[src/hdl/vna_pkg.sv]
// ----------------------------------------------------------------------------
// vna_pkg
// Shared types and constants of the vertex normal accumulator: widths, item
// codes and the command and status groups between controller and datapath.
// ----------------------------------------------------------------------------
package vna_pkg;

  localparam int IDX_W      = 10;
  localparam int VERTICES   = 1024;
  localparam int COORD_W    = 16;
  localparam int EDGE_W     = COORD_W + 1;
  localparam int VEC_W      = 36;
  localparam int ACC_W      = 24;
  localparam int NORM_W     = 16;
  localparam int MUL_W      = 31;
  localparam int PROD_W     = 2 * MUL_W;
  localparam int SQ_W       = 63;
  localparam int ROOT_W     = 31;
  localparam int UNIT_SHIFT = 14;
  localparam int QUO_W      = UNIT_SHIFT + 1;
  localparam int DIV_W      = ROOT_W + QUO_W;
  localparam int NORM_TOP   = 30;
  localparam int STEP_W     = 3;

  typedef logic [1:0] func_t;
  localparam func_t FUNC_LOAD  = 2'd0;
  localparam func_t FUNC_TRI   = 2'd1;
  localparam func_t FUNC_QUERY = 2'd2;
  localparam func_t FUNC_NOP   = 2'd3;

  typedef enum logic [4:0] {
    OP_NONE,
    OP_CLEAR,
    OP_CAPTURE,
    OP_LOAD,
    OP_POS_RD,
    OP_EDGE,
    OP_CROSS,
    OP_ACC_RD,
    OP_ACC_GET,
    OP_MAG,
    OP_SHR,
    OP_SHL,
    OP_SQUARE,
    OP_SQRT_INIT,
    OP_SQRT_STEP,
    OP_DIV_INIT,
    OP_DIV_STEP,
    OP_DIV_STORE,
    OP_ACC_WR,
    OP_OUT
  } dp_op_t;

  typedef struct packed {
    dp_op_t              op;
    logic [STEP_W-1:0]   step;
  } dp_cmd_t;

  typedef struct packed {
    logic mag_zero;
    logic mag_over;
    logic mag_low;
    logic clr_last;
  } dp_stat_t;

endpackage

[src/hdl/vna_controller.sv]
// ----------------------------------------------------------------------------
// vna_controller
// Sequencer for load, triangle and query requests; steps the datapath one
// operation per cycle and runs the accumulator clearing pass after reset.
// ----------------------------------------------------------------------------
module vna_controller (
  input  logic               clk,
  input  logic               rst,
  input  logic               start,
  input  vna_pkg::func_t     func,
  output logic               busy,
  output vna_pkg::dp_cmd_t   cmd,
  input  vna_pkg::dp_stat_t  stat
);
  import vna_pkg::*;

  typedef enum logic [4:0] {
    S_CLR, S_IDLE, S_LOAD, S_POS, S_EDGE, S_CROSS, S_QRD, S_QGET, S_MAG,
    S_NORM, S_SQ, S_SQI, S_SQRT, S_DIVI, S_DIV, S_DIVS, S_ACRD, S_ACWR, S_OUT
  } state_t;

  state_t     state;
  logic [4:0] cnt;
  logic [1:0] k;
  logic       is_query;

  assign busy = (state != S_IDLE);

  always_ff @(posedge clk) begin
    if (rst) begin
      state    <= S_CLR;
      cnt      <= '0;
      k        <= '0;
      is_query <= 1'b0;
    end else begin
      unique case (state)
        S_CLR: begin
          if (stat.clr_last) state <= S_IDLE;
        end
        S_IDLE: begin
          if (start) begin
            is_query <= (func == FUNC_QUERY);
            cnt      <= '0;
            k        <= '0;
            unique case (func)
              FUNC_LOAD:  state <= S_LOAD;
              FUNC_TRI:   state <= S_POS;
              FUNC_QUERY: state <= S_QRD;
              default:    state <= S_IDLE;
            endcase
          end
        end
        S_LOAD: state <= S_IDLE;
        S_POS: begin
          cnt <= cnt + 1'b1;
          if (cnt == 5'd3) begin
            cnt   <= '0;
            state <= S_EDGE;
          end
        end
        S_EDGE: state <= S_CROSS;
        S_CROSS: begin
          cnt <= cnt + 1'b1;
          if (cnt == 5'd6) begin
            cnt   <= '0;
            state <= S_MAG;
          end
        end
        S_QRD:  state <= S_QGET;
        S_QGET: state <= S_MAG;
        S_MAG:  state <= S_NORM;
        S_NORM: begin
          if (stat.mag_zero) begin
            state <= is_query ? S_OUT : S_IDLE;
          end else if (!stat.mag_over && !stat.mag_low) begin
            cnt   <= '0;
            state <= S_SQ;
          end
        end
        S_SQ: begin
          cnt <= cnt + 1'b1;
          if (cnt == 5'd3) begin
            cnt   <= '0;
            state <= S_SQI;
          end
        end
        S_SQI: state <= S_SQRT;
        S_SQRT: begin
          cnt <= cnt + 1'b1;
          if (cnt == 5'd31) begin
            cnt   <= '0;
            k     <= '0;
            state <= S_DIVI;
          end
        end
        S_DIVI: begin
          cnt   <= '0;
          state <= S_DIV;
        end
        S_DIV: begin
          cnt <= cnt + 1'b1;
          if (cnt == 5'd14) state <= S_DIVS;
        end
        S_DIVS: begin
          if (k == 2'd2) begin
            k     <= '0;
            state <= is_query ? S_OUT : S_ACRD;
          end else begin
            k     <= k + 1'b1;
            state <= S_DIVI;
          end
        end
        S_ACRD: state <= S_ACWR;
        S_ACWR: begin
          if (k == 2'd2) begin
            state <= S_IDLE;
          end else begin
            k     <= k + 1'b1;
            state <= S_ACRD;
          end
        end
        S_OUT: state <= S_IDLE;
        default: state <= S_IDLE;
      endcase
    end
  end

  always_comb begin
    cmd.op   = OP_NONE;
    cmd.step = '0;
    unique case (state)
      S_CLR:   cmd.op = OP_CLEAR;
      S_IDLE:  cmd.op = start ? OP_CAPTURE : OP_NONE;
      S_LOAD:  cmd.op = OP_LOAD;
      S_POS:   begin cmd.op = OP_POS_RD; cmd.step = cnt[STEP_W-1:0]; end
      S_EDGE:  cmd.op = OP_EDGE;
      S_CROSS: begin cmd.op = OP_CROSS; cmd.step = cnt[STEP_W-1:0]; end
      S_QRD:   begin cmd.op = OP_ACC_RD; cmd.step = 3'd3; end
      S_QGET:  cmd.op = OP_ACC_GET;
      S_MAG:   cmd.op = OP_MAG;
      S_NORM: begin
        if (stat.mag_zero)      cmd.op = OP_NONE;
        else if (stat.mag_over) cmd.op = OP_SHR;
        else if (stat.mag_low)  cmd.op = OP_SHL;
        else                    cmd.op = OP_NONE;
      end
      S_SQ:    begin cmd.op = OP_SQUARE; cmd.step = cnt[STEP_W-1:0]; end
      S_SQI:   cmd.op = OP_SQRT_INIT;
      S_SQRT:  cmd.op = OP_SQRT_STEP;
      S_DIVI:  begin cmd.op = OP_DIV_INIT; cmd.step = {1'b0, k}; end
      S_DIV:   cmd.op = OP_DIV_STEP;
      S_DIVS:  begin cmd.op = OP_DIV_STORE; cmd.step = {1'b0, k}; end
      S_ACRD:  begin cmd.op = OP_ACC_RD; cmd.step = {1'b0, k}; end
      S_ACWR:  begin cmd.op = OP_ACC_WR; cmd.step = {1'b0, k}; end
      S_OUT:   cmd.op = OP_OUT;
      default: cmd.op = OP_NONE;
    endcase
  end

  a_out_ends: assert property (@(posedge clk) disable iff (rst)
    (state == S_OUT) |=> (state == S_IDLE))
    else $error("result state not followed by idle");
  a_accept_busy: assert property (@(posedge clk) disable iff (rst)
    (start && !busy && func != FUNC_NOP) |=> busy)
    else $error("request accepted without going busy");
  a_corner_range: assert property (@(posedge clk) disable iff (rst)
    (state == S_ACRD || state == S_ACWR || state == S_DIVI) |-> (k != 2'd3))
    else $error("component index out of range");

endmodule

[config.mk]
export PLATFORM = sky130hd
export DESIGN_NAME = vna_controller
export DESIGN_NICKNAME = d
export VERILOG_FILES = /design/src/hdl/vna_pkg.sv /design/src/hdl/vna_controller.sv
export SDC_FILE = /design/constraint.sdc
export NUM_CORES = 1
export LEC_CHECK = 0
export BUFFER_PORTS_ARGS = -buffer_cell sky130_fd_sc_hd__buf_2
export CORE_ASPECT_RATIO = 1.25
export CORE_UTILIZATION = 55
export CTS_CLUSTER_SIZE = 24
export DETAILED_ROUTE_END_ITERATION = 16
export GPL_TIMING_DRIVEN = 0
export PLACE_DENSITY = 0.75
export SLEW_MARGIN = 20
export SYNTH_ARGS = -nofsm -noshare
export SYNTH_HDL_FRONTEND = slang
export SYNTH_SLANG_ARGS = --single-unit
[constraint.sdc]
create_clock -name clk -period 2.7 [get_ports clk]
set_clock_uncertainty 0.15 [all_clocks]
set_input_delay 0.27 -clock clk [delete_from_list [all_inputs] [get_ports clk]]
set_output_delay 0.27 -clock clk [all_outputs]
set_load 0.01 [all_outputs]
### Word-level counts from Yosys, hierarchy flattened

Cells that the tools add are included.

* equal/unequal tests: 37
* muxes and demuxes: 33
* reduce and logical (&&, ||, !) cells: 15
* add/subtract/negate cells: 2

Operators with widths (count)
* 2-to-1 mux 5 bit: 20
* one-hot mux 5 bit (18 select lines): 1
* one-hot mux 5 bit (17 select lines): 1
* == test 5 x 4 -> 1 bit, second input constant: 9
* one-hot mux 5 bit (7 select lines): 1
* == test 5 x 3 -> 1 bit, second input constant: 5
* == test 5 bit, second input constant: 4
* inequality test 2 bit, second input constant: 10
* one-hot mux 3 bit (3 select lines): 2
* == test 5 x 2 -> 1 bit, second input constant: 3
* 2-to-1 mux 2 bit: 6
* one-hot mux 2 bit (4 select lines): 1
* AND reduction 4 bit: 2
* AND reduction 8 bit: 1
* nonzero test 7 bit: 1
* adder 5 x 1 -> 5 bit, second input constant: 1
* == test 5 x 1 -> 1 bit, second input constant: 1
* logical NOT 5 bit: 1
* inequality test 5 x 1 -> 1 bit, second input constant: 1
* == test 2 bit, second input constant: 2
* 2-to-1 mux 4 bit: 1
* nonzero test 4 bit: 1
* OR reduction 2 bit: 2
* OR reduction 4 bit: 1
* other kinds (8): 9

* output and inout bits: 9
* flip-flop bits (word level): 13

### Logic depth before layout (Yosys ltp)

* word-level depth: 5
* depth in mapped cells: 8
* depth with buffers taken out: 8

### Worst setup path before layout

Ideal clock, no wire load.

* path type: flip-flop to flip-flop
* start: register cnt[0]
* end: register state[2]
* setup time: 0.122 ns
* arrival time: 1.919 ns
* clock period less this slack: 2.191 ns
* data required time: 2.428 ns
* setup slack: 0.509 ns
* cell stages (with the launch flop): 9
* buffers on the path: 0
* path through: dfxtp_1 -> ha_1 -> and3_1 -> ha_1 -> and4bb_2 -> a21oi_1 -> a211oi_2 -> o21ai_0 -> o311a_1

* word-level cells in the longest chain between the ends: 3
* elaborated cells between the ends (all ways): 10

Ends and longest elaborated chain
* start: declaration: line vna_controller.sv:23 `logic [4:0] cnt;`
* start signal: assignment: line vna_controller.sv:55 `cnt <= cnt + 1'b1;`
* start signal: assignment: line vna_controller.sv:63 `cnt <= cnt + 1'b1;`
* start signal: assignment: line vna_controller.sv:81 `cnt <= cnt + 1'b1;`
* == test 5 x 4 -> 1 bit, or another cell as far along: line vna_controller.sv:102 `if (cnt == 5'd14) state <= S_DIVS;`
* inequality test 2 bit (no source line)
* AND reduction 8 bit (no source line) (*)
* end signal: assignment: line vna_controller.sv:74 `state <= is_query ? S_OUT : S_IDLE;`
* end signal: assignment: line vna_controller.sv:107 `state <= is_query ? S_OUT : S_ACRD;`
* end: declaration: line vna_controller.sv:22 `state_t state;`

Every way passes the cells marked *; elsewhere a longest branch is shown, timed or not.
A chain may end at the register's enable or synchronous reset.

==> reports/metrics.cfg <==
[logic_synthesis]
yosysUniqueCellTypes=55
synth_top_area_share_pct=18.09
synth-compound-area-share_pct=33.74
synthAdderAreaFrac_pct=5.217
synthMuxAreaShare_pct=2.087
synth_simple_gate_area_share_pct=31.30
syn_avg_cell_area_um2=7.494
syn-num-nets=207
ys.flop_type=dfxtp_1
synthesis.instances=192
yosysTopAreaCell=dfxtp_1
ys_ff_latch=13
async_flop_share_pct=0
synth_top_family_by_area=compound AO/OA/AOI/OAI gates
syn_area_um2=1439
synth_xor_xnor_area_share_pct=1.826
synth_edf_count=0
synth.area.top_cells=dfxtp_1 18%, a21oi_1 6.6%, ha_1 5.2%, o21ai_0 4.2%, nand2_1 3.4%
ys_seq_area_share_pct=18.09
ys_warn_count=0

[setup_path]
arrival_ns=2.13
cp_data_required_time_ns=2.28
worstReg2RegEnd=k[1]$_SDFFE_PP0P_
crit_path_end=cmd[0]
cp-end-kind=primary output
reg2reg_from=cnt[1]$_SDFFE_PP0P_
worst_path_most_repeated_cell=buf_2
crit_chain=buf_2, buf_2, nor2b_1, a21oi_1, a2bb2oi_1, a2bb2oi_1, o21ai_0, buf_2
path_class=register to primary output
r2r_cells=8
slowest_delay_ns=0.39
worstSetupStartpointType=register
path_max_fanout=10
r2r_slack_ns=0.20
cp-startpoint=state[1]$_SDFFE_PP0P_
slowest_stage=nor2b_1

[sta]
hold_viol=0
worstMarginPinSlew_ns=0.5489
min_period_over_period_pct=94.28
fin_crit_ns=2.545
setup_viol=0
rsz0062_at_grt=false
slew_violations=0
slew_headroom_pct=63.41
clock.fmax_mhz=392.9
tns_ns=0

[clock_tree]
holdBufCountCts=0
cts-resized-gates=0
cts_buffer_depth=2
clk_latency_ns=0.28
cts.sink_count=13
cts_tree=yes
clock-root-buffer=clkbuf_4
cts-htree-levels=1
postCtsSetupBuffers=0
clk_pin_slew_ns=0.09
cts_made_buffers=3

[power_and_ir_drop]
p_comb_share_pct=70.1
power_switching_uw=640.3
vdd_drop_max_v=0.0004991
swShare_pct=50.08
power_frac_seq_pct=19.9
power_density_nw_per_um2=799.0
finalPower_mw=1.279
leakage_nw=0.6514
p_int_uw=638.3
pwr-share-clk_pct=10.0

[detailed_routing]
met1Wirelength_mm=1.763
via_per_inst=6.593
drc=0
top_layer_used=met4
dr_wl_met2_mm=2.026
dr.pass1.iters=6
routed_wl_mm=4.145
drt_iter0_markers=84
drtAntennaViolNets=0
num_vias=1622
post_drt_wl_per_cell_um=16.85
route.met3.wl_um=255

[hold_path]
hold_path_class=input pin to register

[floorplan]
dieArea_um2=2826
rows=20
initial_core_util_pct=58.67
fp.dieW_um=47.75
io_pins=18
die_h_um=59.19
coreArea_um2=2452

[final_layout]
final_nets=229
area_growth_pct=11.22
fillerInstances=250
regArea_um2=260.3
final_cell_mix=25 x buf_2, 19 x a21oi_1, 13 x nand2_1, 13 x dfxtp_1, 12 x o21ai_0
multiInputGateArea_um2=1075
antennaDiodeCount=0
mostFrequentLayoutCell=buf_2
drive_above_1_share_pct=19.72

[global_route]
grt-ovfl-total=0
track_usage_pct=33.09
grt_first_pass_wirelength_mm=6.851
antenna_found_initial=0
grt_max_degree=11
grt_pass1_vias=1489

[job]
drv_cap=0

[placement]
place.gp.congestion=0.9527
portBuffers=17
post-dp-hpwl_mm=3.091

[status]
outcome=completed

layout make-up:
class                           count  area share (%)
Inverter                            7           1.642
Tap cell                           33           2.580
Sequential cell                    13           16.26
Timing Repair Buffer               17           5.317
Multi-Input combinational cell    157           67.16
Clock buffer                        4           1.642
Buffer                             15           5.395
stage by stage:
step	utilization [%]	instance area, µm²	cells	setup slack (ns)	hold WS [ns]
3_3_place_gp	63.83	1565	242	0.2727	0.3394
2_1_floorplan	-	1439	192	0.5093	0.2837
4_1_cts	64.90	1592	246	0.1785	0.1268
3_5_place_dp	63.83	1565	242	0.2386	0.3501
6_report	65.26	1600	246	0.1546	0.1268
5_1_grt	65.26	1600	246	0.01120	0.1485
layer usage:
metal,GRT usage [%],up-vias
li1,-,776
met1,44.76,774
met2,52.12,64
met3,4.268,8
met4,12.70,0
met5,0,-
registers in the layout, summed over array words and instances, names as in the netlist:
signal    flops
cnt           5
state         5
k             2
is_query      1
how the worst min path moves through the flow:
stage | start | to | slack [ns] | cells after the start
2_1_floorplan | stat[3] | state[4]$_SDFFE_PP0P_ | 0.28 | 2
3_5_place_dp | cnt[4]$_SDFFE_PP0P_ | cnt[4]$_SDFFE_PP0P_ | 0.35 | 2
6_report | rst | k[0]$_SDFFE_PP0P_ | 0.13 | 3
3_3_place_gp | cnt[4]$_SDFFE_PP0P_ | cnt[4]$_SDFFE_PP0P_ | 0.34 | 2
5_1_grt | rst | k[1]$_SDFFE_PP0P_ | 0.15 | 3
4_1_cts | rst | k[0]$_SDFFE_PP0P_ | 0.13 | 3
critical path: cells and delay by family, from the launching register on:
| family | cells | cell delay [ns] |
|---|---|---|
| buf+inv | 3 | 0.62 |
| flops | 1 | 0.31 |
| compound gates | 4 | 0.52 |
| simple gates | 1 | 0.39 |
cell usage after synthesis, drive strengths merged, types with 5 or more instances:
| library cell | count |
|---|---|
| a21oi | 19 |
| dfxtp | 13 |
| nand2 | 13 |
| o21ai | 13 |
| buf | 12 |
| nand3 | 11 |
| nor2 | 11 |
| inv | 7 |
| ha | 6 |
| nor3 | 6 |
| nor2b | 5 |
power groups by stage:
stage               clock, mW  combinational, mW  sequential (mW)
floorplan                   0              0.659            0.250
global placement            0              0.850            0.257
detailed placement          0              0.863            0.259
CTS                     0.127              0.866            0.254
global route            0.134              0.982            0.260
finish                  0.127              0.896            0.255
cell families after synthesis:
family / after synthesis
simple gates: 74
mux: 3
compound gates: 71
fa+ha+maj: 6
flops: 13
xor+xnor: 3
buf+inv: 22
Note: power is estimated with default switching activity, not from simulation.
